File: config.mk
export PLATFORM = sky130hd
export DESIGN_NAME = packet_header_check_dedup
export DESIGN_NICKNAME = d
export VERILOG_FILES = /design/src/design/phcd_pkg.sv /design/src/design/phcd_cell.sv /design/src/design/packet_header_check_dedup.sv
export SDC_FILE = /design/constraint.sdc
export NUM_CORES = 1
export LEC_CHECK = 0
export BUFFER_PORTS_ARGS = -buffer_cell sky130_fd_sc_hd__buf_2
export CORE_MARGIN = 8
export CORE_UTILIZATION = 42
export DETAILED_ROUTE_END_ITERATION = 12
export PLACE_DENSITY = 0.57
export SYNTH_ARGS = -nofsm -noshare
export SYNTH_HDL_FRONTEND = slang
export SYNTH_SLANG_ARGS = --single-unit
File: constraint.sdc
create_clock -name clk -period 6.85 [get_ports clk]
set_clock_uncertainty 0.05 [all_clocks]
set_input_delay 0.3425 -clock clk [delete_from_list [all_inputs] [get_ports clk]]
set_output_delay 0.3425 -clock clk [all_outputs]
set_load 0.01 [all_outputs]
File: src/design/phcd_pkg.sv
// Package: shared types and constants for the packet header check with dedup.
`default_nettype none
package phcd_pkg;

  // Header is twelve ASCII hex characters
  localparam int unsigned HDR_LEN = 12;

  // Result kinds
  localparam logic KIND_PAYLOAD = 1'b0;
  localparam logic KIND_VERDICT = 1'b1;

  // Verdict status codes
  localparam logic [2:0] ST_OK       = 3'd0;
  localparam logic [2:0] ST_ERROR    = 3'd1;
  localparam logic [2:0] ST_DUP      = 3'd2;
  localparam logic [2:0] ST_NOT_ME   = 3'd3;
  localparam logic [2:0] ST_NOT_MSTR = 3'd4;
  localparam logic [2:0] ST_OVERSIZE = 3'd5;

  // Configuration register indexes
  localparam logic [1:0] REG_NET_ID     = 2'd0;
  localparam logic [1:0] REG_MY_ADDR    = 2'd1;
  localparam logic [1:0] REG_MASTER     = 2'd2;
  localparam logic [1:0] REG_CHECK_SRC  = 2'd3;

  // Lookup probe that walks down the row of table cells
  typedef struct packed {
    logic       valid;
    logic [7:0] src;
    logic [7:0] dst;
    logic [7:0] mid;
    logic       found;  // some cell already matched or claimed the pair
    logic       dup;    // matched pair carried the same message id
  } probe_t;

endpackage
`default_nettype wire

File: src/design/phcd_cell.sv
// One pair-table entry: compares the passing probe, updates or claims the entry.
`default_nettype none
module phcd_cell (
  input  wire              clk,
  input  wire              rst_n,
  input  phcd_pkg::probe_t p_in,
  output phcd_pkg::probe_t p_out
);
  import phcd_pkg::*;

  logic       ent_vld_r, ent_vld_nxt;
  logic [7:0] ent_src_r, ent_src_nxt;
  logic [7:0] ent_dst_r, ent_dst_nxt;
  logic [7:0] ent_id_r,  ent_id_nxt;
  probe_t     p_out_r, p_out_nxt;

  logic live, match, claim;

  // Compare / claim; entries fill from the head, so the first free cell is the next slot
  always_comb begin
    live  = p_in.valid && !p_in.found;
    match = live && ent_vld_r && (ent_src_r == p_in.src) && (ent_dst_r == p_in.dst);
    claim = live && !ent_vld_r;

    ent_vld_nxt = ent_vld_r;
    ent_src_nxt = ent_src_r;
    ent_dst_nxt = ent_dst_r;
    ent_id_nxt  = ent_id_r;
    p_out_nxt   = p_in;

    if (match) begin
      p_out_nxt.found = 1'b1;
      p_out_nxt.dup   = (ent_id_r == p_in.mid);
      ent_id_nxt      = p_in.mid;
    end else if (claim) begin
      p_out_nxt.found = 1'b1;
      ent_vld_nxt     = 1'b1;
      ent_src_nxt     = p_in.src;
      ent_dst_nxt     = p_in.dst;
      ent_id_nxt      = p_in.mid;
    end
  end

  // Entry and probe hand-off registers
  always_ff @(posedge clk) begin
    if (!rst_n) begin
      ent_vld_r     <= 1'b0;
      p_out_r.valid <= 1'b0;
    end else begin
      ent_vld_r     <= ent_vld_nxt;
      p_out_r.valid <= p_out_nxt.valid;
    end
    ent_src_r     <= ent_src_nxt;
    ent_dst_r     <= ent_dst_nxt;
    ent_id_r      <= ent_id_nxt;
    p_out_r.src   <= p_out_nxt.src;
    p_out_r.dst   <= p_out_nxt.dst;
    p_out_r.mid   <= p_out_nxt.mid;
    p_out_r.found <= p_out_nxt.found;
    p_out_r.dup   <= p_out_nxt.dup;
  end

  assign p_out = p_out_r;

endmodule
`default_nettype wire

File: src/design/packet_header_check_dedup.sv
// Top level: header parse, payload forwarding, verdict and pair-table lookup chain.
//
//   channel | direction | handshake          | payload
//   in_     | input     | in_valid/in_ready  | rx_byte, end_of_packet
//   out_    | output    | out_valid/out_ready| kind, byte, status, addrs, id, full, end
//   cfg_    | input     | cfg_wr_en only     | cfg_index, cfg_wdata
//
// Header and payload bytes are taken while idle; a payload item sits in the
// output register, so the next byte waits only while that register is stalled.
// The final byte is followed by a check state, a search state (when the header
// passes) in which the probe walks the row of table cells, and a verdict state
// that loads the verdict. Reset (rst_n low, synchronous) empties the table at once.
`default_nettype none
module packet_header_check_dedup #(
  parameter int unsigned TABLE_DEPTH = 16,
  parameter int unsigned MAX_PACKET  = 255
) (
  input  wire        clk,
  input  wire        rst_n,
  input  wire        in_valid,
  output logic       in_ready,
  input  wire  [7:0] in_rx_byte,
  input  wire        in_end_of_packet,
  output logic       out_valid,
  input  wire        out_ready,
  output logic       out_item_kind,
  output logic [7:0] out_payload_byte,
  output logic [2:0] out_status,
  output logic [7:0] out_source_addr,
  output logic [7:0] out_dest_addr,
  output logic [7:0] out_msg_id,
  output logic       out_table_full,
  output logic       out_run_end,
  input  wire        cfg_wr_en,
  input  wire  [1:0] cfg_index,
  input  wire  [7:0] cfg_wdata
);
  import phcd_pkg::*;

  localparam int unsigned CW = $clog2(MAX_PACKET + 2);
  localparam logic [CW-1:0] HDR_C = CW'(HDR_LEN);
  localparam logic [CW-1:0] MAX_C = CW'(MAX_PACKET);

  localparam logic [1:0] S_IDLE   = 2'd0;
  localparam logic [1:0] S_CHECK  = 2'd1;
  localparam logic [1:0] S_SEARCH = 2'd2;
  localparam logic [1:0] S_VERD   = 2'd3;

  // Hex character decode: bit 4 flags a non-hex byte
  function automatic logic [4:0] hex_dec(input logic [7:0] c);
    logic [4:0] r;
    r = 5'h10;
    if (c inside {[8'h30:8'h39]}) r = {1'b0, 4'(c - 8'h30)};
    else if (c inside {[8'h41:8'h46]}) r = {1'b0, 4'(c - 8'h37)};
    else if (c inside {[8'h61:8'h66]}) r = {1'b0, 4'(c - 8'h57)};
    return r;
  endfunction

  // Config registers
  logic [7:0] net_id_r, my_addr_r, master_r;
  logic       chk_src_r;

  always_ff @(posedge clk) begin
    if (!rst_n) begin
      net_id_r  <= 8'd0;
      my_addr_r <= 8'd0;
      master_r  <= 8'd0;
      chk_src_r <= 1'b1;
    end else if (cfg_wr_en) begin
      case (cfg_index)
        REG_NET_ID:    net_id_r  <= cfg_wdata;
        REG_MY_ADDR:   my_addr_r <= cfg_wdata;
        REG_MASTER:    master_r  <= cfg_wdata;
        REG_CHECK_SRC: chk_src_r <= cfg_wdata[0];
        default: ;
      endcase
    end
  end

  // Control and packet state
  logic [1:0]    state_r, state_nxt;
  logic [CW-1:0] cnt_r, cnt_nxt;
  logic [47:0]   hdr_r, hdr_nxt;
  logic          bad_r, bad_nxt;

  // Pending verdict
  logic [2:0] vst_r, vst_nxt;
  logic [7:0] vsrc_r, vsrc_nxt, vdst_r, vdst_nxt, vmid_r, vmid_nxt;
  logic       vfull_r, vfull_nxt;

  // Output register
  logic       ov_r, ov_nxt;
  logic       okind_r, okind_nxt;
  logic [7:0] obyte_r, obyte_nxt;
  logic [2:0] ost_r, ost_nxt;
  logic [7:0] osrc_r, osrc_nxt, odst_r, odst_nxt, omid_r, omid_nxt;
  logic       ofull_r, ofull_nxt;
  logic       oend_r, oend_nxt;

  // Probe chain
  probe_t prb_r, prb_nxt;
  probe_t chain [TABLE_DEPTH+1];
  logic [TABLE_DEPTH-1:0] chain_vld;

  logic        out_free, acc;
  logic [4:0]  hx;
  logic [7:0]  h_net, h_src, h_dst, h_mid;
  logic [15:0] h_len;
  logic [2:0]  fst;

  assign out_free = !ov_r || out_ready;
  assign in_ready = (state_r == S_IDLE) && out_free;
  assign acc      = in_valid && in_ready;
  assign hx       = hex_dec(in_rx_byte);

  assign h_net = hdr_r[47:40];
  assign h_src = hdr_r[39:32];
  assign h_dst = hdr_r[31:24];
  assign h_mid = hdr_r[23:16];
  assign h_len = hdr_r[15:0];

  // Sequencing: byte intake, header check, chain lookup, verdict
  always_comb begin
    state_nxt = state_r;
    cnt_nxt   = cnt_r;
    hdr_nxt   = hdr_r;
    bad_nxt   = bad_r;
    vst_nxt   = vst_r;
    vsrc_nxt  = vsrc_r;
    vdst_nxt  = vdst_r;
    vmid_nxt  = vmid_r;
    vfull_nxt = vfull_r;
    prb_nxt   = '0;
    fst       = ST_OK;

    ov_nxt    = ov_r && !out_ready;
    okind_nxt = okind_r;
    obyte_nxt = obyte_r;
    ost_nxt   = ost_r;
    osrc_nxt  = osrc_r;
    odst_nxt  = odst_r;
    omid_nxt  = omid_r;
    ofull_nxt = ofull_r;
    oend_nxt  = oend_r;

    case (state_r)
      S_IDLE: begin
        if (acc) begin
          if (cnt_r < HDR_C) begin
            hdr_nxt = {hdr_r[43:0], hx[3:0]};
            bad_nxt = bad_r | hx[4];
          end else if (cnt_r < MAX_C) begin
            ov_nxt    = 1'b1;
            okind_nxt = KIND_PAYLOAD;
            obyte_nxt = in_rx_byte;
            ost_nxt   = ST_OK;
            osrc_nxt  = 8'd0;
            odst_nxt  = 8'd0;
            omid_nxt  = 8'd0;
            ofull_nxt = 1'b0;
            oend_nxt  = 1'b0;
          end
          if (cnt_r <= MAX_C) cnt_nxt = cnt_r + 1'b1;
          if (in_end_of_packet) state_nxt = S_CHECK;
        end
      end
      S_CHECK: begin
        vsrc_nxt  = h_src;
        vdst_nxt  = h_dst;
        vmid_nxt  = h_mid;
        vfull_nxt = 1'b0;
        state_nxt = S_VERD;
        if (cnt_r > MAX_C) begin
          vst_nxt  = ST_OVERSIZE;
          vsrc_nxt = 8'd0;
          vdst_nxt = 8'd0;
          vmid_nxt = 8'd0;
        end else if (cnt_r < HDR_C || bad_r) begin
          vst_nxt  = ST_ERROR;
          vsrc_nxt = 8'd0;
          vdst_nxt = 8'd0;
          vmid_nxt = 8'd0;
        end else if (h_net != net_id_r || h_len != 16'(cnt_r)) begin
          vst_nxt = ST_ERROR;
        end else begin
          prb_nxt.valid = 1'b1;
          prb_nxt.src   = h_src;
          prb_nxt.dst   = h_dst;
          prb_nxt.mid   = h_mid;
          state_nxt     = S_SEARCH;
        end
        cnt_nxt = '0;
        hdr_nxt = '0;
        bad_nxt = 1'b0;
      end
      S_SEARCH: begin
        if (chain[TABLE_DEPTH].valid) begin
          if (chain[TABLE_DEPTH].found && chain[TABLE_DEPTH].dup) fst = ST_DUP;
          else if (vdst_r != my_addr_r) fst = ST_NOT_ME;
          else if (chk_src_r && vsrc_r != master_r) fst = ST_NOT_MSTR;
          vst_nxt   = fst;
          vfull_nxt = !chain[TABLE_DEPTH].found;
          state_nxt = S_VERD;
        end
      end
      S_VERD: begin
        if (out_free) begin
          ov_nxt    = 1'b1;
          okind_nxt = KIND_VERDICT;
          obyte_nxt = 8'd0;
          ost_nxt   = vst_r;
          osrc_nxt  = vsrc_r;
          odst_nxt  = vdst_r;
          omid_nxt  = vmid_r;
          ofull_nxt = vfull_r;
          oend_nxt  = 1'b1;
          state_nxt = S_IDLE;
        end
      end
      default: state_nxt = S_IDLE;
    endcase
  end

  // Registers
  always_ff @(posedge clk) begin
    if (!rst_n) begin
      state_r     <= S_IDLE;
      cnt_r       <= '0;
      hdr_r       <= '0;
      bad_r       <= 1'b0;
      ov_r        <= 1'b0;
      prb_r.valid <= 1'b0;
    end else begin
      state_r     <= state_nxt;
      cnt_r       <= cnt_nxt;
      hdr_r       <= hdr_nxt;
      bad_r       <= bad_nxt;
      ov_r        <= ov_nxt;
      prb_r.valid <= prb_nxt.valid;
    end
    prb_r.src   <= prb_nxt.src;
    prb_r.dst   <= prb_nxt.dst;
    prb_r.mid   <= prb_nxt.mid;
    prb_r.found <= prb_nxt.found;
    prb_r.dup   <= prb_nxt.dup;
    vst_r   <= vst_nxt;
    vsrc_r  <= vsrc_nxt;
    vdst_r  <= vdst_nxt;
    vmid_r  <= vmid_nxt;
    vfull_r <= vfull_nxt;
    okind_r <= okind_nxt;
    obyte_r <= obyte_nxt;
    ost_r   <= ost_nxt;
    osrc_r  <= osrc_nxt;
    odst_r  <= odst_nxt;
    omid_r  <= omid_nxt;
    ofull_r <= ofull_nxt;
    oend_r  <= oend_nxt;
  end

  // Row of table cells; the probe moves one cell per cycle
  assign chain[0] = prb_r;

  for (genvar g = 0; g < TABLE_DEPTH; g++) begin : g_cell
    phcd_cell u_cell (
      .clk   (clk),
      .rst_n (rst_n),
      .p_in  (chain[g]),
      .p_out (chain[g+1])
    );
    assign chain_vld[g] = chain[g+1].valid;
  end

  assign out_valid        = ov_r;
  assign out_item_kind    = okind_r;
  assign out_payload_byte = obyte_r;
  assign out_status       = ost_r;
  assign out_source_addr  = osrc_r;
  assign out_dest_addr    = odst_r;
  assign out_msg_id       = omid_r;
  assign out_table_full   = ofull_r;
  assign out_run_end      = oend_r;

  // Checks
  a_chain_in_search: assert property (@(posedge clk) disable iff (!rst_n)
    chain[TABLE_DEPTH].valid |-> state_r == S_SEARCH)
    else $error("lookup result left the chain outside the search state");

  a_single_probe: assert property (@(posedge clk) disable iff (!rst_n)
    $countones({chain_vld, prb_r.valid}) <= 1)
    else $error("more than one probe in the table chain");

  a_verdict_load: assert property (@(posedge clk) disable iff (!rst_n)
    (state_r == S_VERD && out_free) |=>
      (out_valid && out_item_kind == KIND_VERDICT && out_run_end && state_r == S_IDLE))
    else $error("verdict not loaded into the output register");

  a_payload_clean: assert property (@(posedge clk) disable iff (!rst_n)
    (out_valid && out_item_kind == KIND_PAYLOAD) |->
      (!out_run_end && out_status == ST_OK && !out_table_full))
    else $error("payload item carries verdict fields");

  a_no_take_busy: assert property (@(posedge clk) disable iff (!rst_n)
    (state_r == S_SEARCH || state_r == S_CHECK) |-> !in_ready)
    else $error("input taken while a verdict is pending");

endmodule
`default_nettype wire

==> reports/summary.txt <==
Post-Route WL: 54.3 mm
Post-Syn Area: 32000 µm²
GRT Util Overall: 12.7%
met2 usage: 21.6%
number of setup buffers added after CTS: 0
TritonRoute pass-1 iters: 5
Antenna Cells: 0
Yosys top cell by area: edfxtp_1
Initial Utilization: 42.3%
Num CTS Buffers: 95
Setup WS post-layout: 3710 ps
share of synthesized registers carrying an async set or reset: 0%
clock buffer depth: 3
Worst Path Arrival: 3480 ps
Detail Route Antenna Nets: 0
first-pass GRT wire length: 88.1 mm
Mapped Cells: 2087
Synth top area share: 42.1%
vias per inst: 4.72
WP data required: 7190 ps
Warnings, synthesis: 0
die width: 292 µm
power per standard cell area: 327 nW/µm²
Synth Area in Compound Gates: 2.27%
sequential element share of the synthesized area: 75.5%
Core Footprint: 75700 µm²
Die H: 292 µm
Worst-Skew Late Latency: 650 ps
Final Instance Count excl. Fillers: 3300
post-synthesis simple-gate area fraction: 8.20%
Setup CP Type: reg2reg
GR peak layer: met2
largest family of logic cells by synthesized area: XOR/XNOR gates
worst-case reg-to-reg path depth: 9
Congestion Overflow GR: 0
Lkg Pwr: 12.9 nW
outcome: completed
H-tree depth: 3
min-delay worst type: in2reg
Setup WS pre-CTS: 3720 ps
boundary pin count: 64
count of unique library cells instantiated by Yosys: 57
Worst VDD drop: 186 µV
clock sink count: 984
FMAX: 319 MHz
initial drt markers: 842
critical path launch point type: flop
vias in the first global route: 16100
residual DRC count: 0
crit-path max FO: 26
Crit-path slowest cell: o211a_1
crit-path cells: ha_1, and3_1, and3_1, ha_1, inv_1, a21oi_1, o211a_1, and4_4, nor2_1
Post-synth top cells: dfxtp_1 (535), edfxtp_1 (449), xnor2_1 (352)
Min Clock Period, post-route: 3140 ps
max_slew headroom: 18.6%
Final Hold Fails: 0
routing usage on met3: 2.64%
EDFF count, synth: 449
largest stage delay on the critical path: 570 ps
clock root buffer: clkbuf_16
Layout area overhead: 15.6%
die area: 85400 µm²
worst flop-to-flop path endpoint: vst_r[1]
wire per inst: 16.4 µm
R2R setup slack: 3710 ps
post-DP HPWL: 38.0 mm
Tcrit/Tclk final: 45.8%
I/O Buffers: 63
gpl congestion: 0.769
largest net degree at the start of global routing: 76
CP startpoint: cnt_r[0]
r2r startpoint: cnt_r[0]
crit path to: vst_r[1]
Slew Viols, Final: 0
initial antenna violation count: 0
vias post-DR: 15600
Syn Area/Cell: 15.4 µm²
TritonCTS clock tree: built
#FFs+latches synth: 984
Worst-path clk slew: 60 ps
# placed instances: 3108
RSZ-0062 raised after global routing: no
setup TNS: 0 ps
number of max-cap violations: 0
Synth Flop Type: dfxtp_1
count leader, synth: dfxtp_1
adder-cell share of the synthesized area: 0.391%
XOR/XNOR Fraction of Synth Area: 11.5%
Mapped Nets: 2121
largest cells by area after synthesis: edfxtp_1 (42%), dfxtp_1 (33%), xnor2_1 (9.6%)
slew of the pin with the lowest slew margin: 1220 ps
mux contribution to synthesized area: 1.37%
fraction of layout cells with a size suffix above 1: 11.8%
CP Capture Type: flop
final setup fails: 0
row cnt: 101
post-layout net count: 2273
met1 Usage GRT: 16.1%
## critical path: cells and delay by family (launching register included)
kind,cells,cell delay [ps]
compound gates,2,720
fa+ha+maj,2,450
buf+inv,1,100
flops,1,450
simple gates,4,1100
## cell type report
type / instances / area, µm²
Fill cell: 6418 / 38700
Sequential cell: 984 / 24200
Multi-Input combinational cell: 1048 / 7610
Clock buffer: 132 / 2630
Tap cell: 978 / 1220
Clock inverter: 48 / 723
Timing Repair Buffer: 97 / 601
Inverter: 13 / 48.8
## cell families after synthesis
logic type                 after synthesis
DFF                                    984
and+or+nand+nor                        479
xor gates and xnor gates               420
AOI/OAI and AO/OA                       97
buffers and inverters                   55
muxes                                   42
adders and majority gates               10
## metal layers
| layer | vias to the layer above | wire [µm] |
|---|---|---|
| met5 | - | 0 |
| met1 | 7676 | 24000 |
| met2 | 189 | 27200 |
| met4 | 0 | 1280 |
| li1 | 7641 | - |
| met3 | 83 | 1770 |
## layout by cell type (no fill, tap or decap), types with 7 or more instances in the layout
cell type,netlist,final
clkinv_2,0,14
xnor2_1,352,352
clkbuf_1,26,26
inv_1,13,12
nor2b_1,38,38
a22oi_1,44,44
bufinv_16,0,14
buf_4,2,22
clkbuf_16,0,95
xor2_1,68,68
nand3_1,23,23
o21ai_0,9,9
mux2_2,15,15
nor4_1,34,34
edfxtp_1,449,449
dfxtp_1,535,535
or3_1,16,16
nand4_1,89,89
clkinv_1,0,7
clkbuf_8,0,11
and2_1,93,93
nor2_1,131,131
ha_1,10,10
or2_2,16,16
dlygate4sd3_1,0,12
nand2_1,12,12
mux2i_1,27,27
buf_2,9,63
## registers in the layout, indices dropped and copies added (netlist names), 9 cells and up
name and count:
g_cell.u_cell.p_out 408, g_cell.u_cell.ent_dst_r 128, g_cell.u_cell.ent_id_r 128, g_cell.u_cell.ent_src_r 128
hdr_r 48, chain 25, g_cell.u_cell.ent_vld_r 16, cnt_r 9
## timing repair
| item | in CTS | in global routing |
|---|---|---|
| endpoints found under the hold margin | 25 | 0 |
| resized for setup | 0 | 0 |
| hold buffers | 12 | 0 |
## worst min path at each step
stage / startpoint / endpoint / depth (start not counted)
after CTS: cfg_index[1] / chk_src_r / 4
after floorplan: g_cell[9].u_cell.p_out[18] / g_cell[10].u_cell.p_out[18] / 0
after detailed placement: g_cell[4].u_cell.p_out[21] / g_cell[5].u_cell.p_out[21] / 0
final: cfg_index[1] / chk_src_r / 4
after global routing: cfg_index[1] / chk_src_r / 4
after global placement: g_cell[4].u_cell.p_out[22] / g_cell[5].u_cell.p_out[22] / 0
## per-stage QoR
| step | hold WS, ps | utilization [%] | area, µm² | power [mW] |
|---|---|---|---|---|
| after floorplan | 310 | - | 32000 | 6.66 |
| after global placement | 318 | 44.3 | 33600 | 6.79 |
| after detailed placement | 321 | 44.3 | 33600 | 6.80 |
| after CTS | 7.63 | 48.9 | 37000 | 12.3 |
| after global routing | 41.7 | 48.9 | 37000 | 12.5 |
| final | 47.5 | 48.9 | 37000 | 12.1 |
## where the power goes
| group | switching [mW] | internal, mW | total (mW) |
|---|---|---|---|
| combinational | 0.311 | 0.130 | 0.441 |
| sequential | 0.0523 | 6.19 | 6.24 |
| clock | 2.17 | 3.24 | 5.41 |
| total | 2.53 | 9.56 | 12.1 |
(Power assumes the default switching activity.)
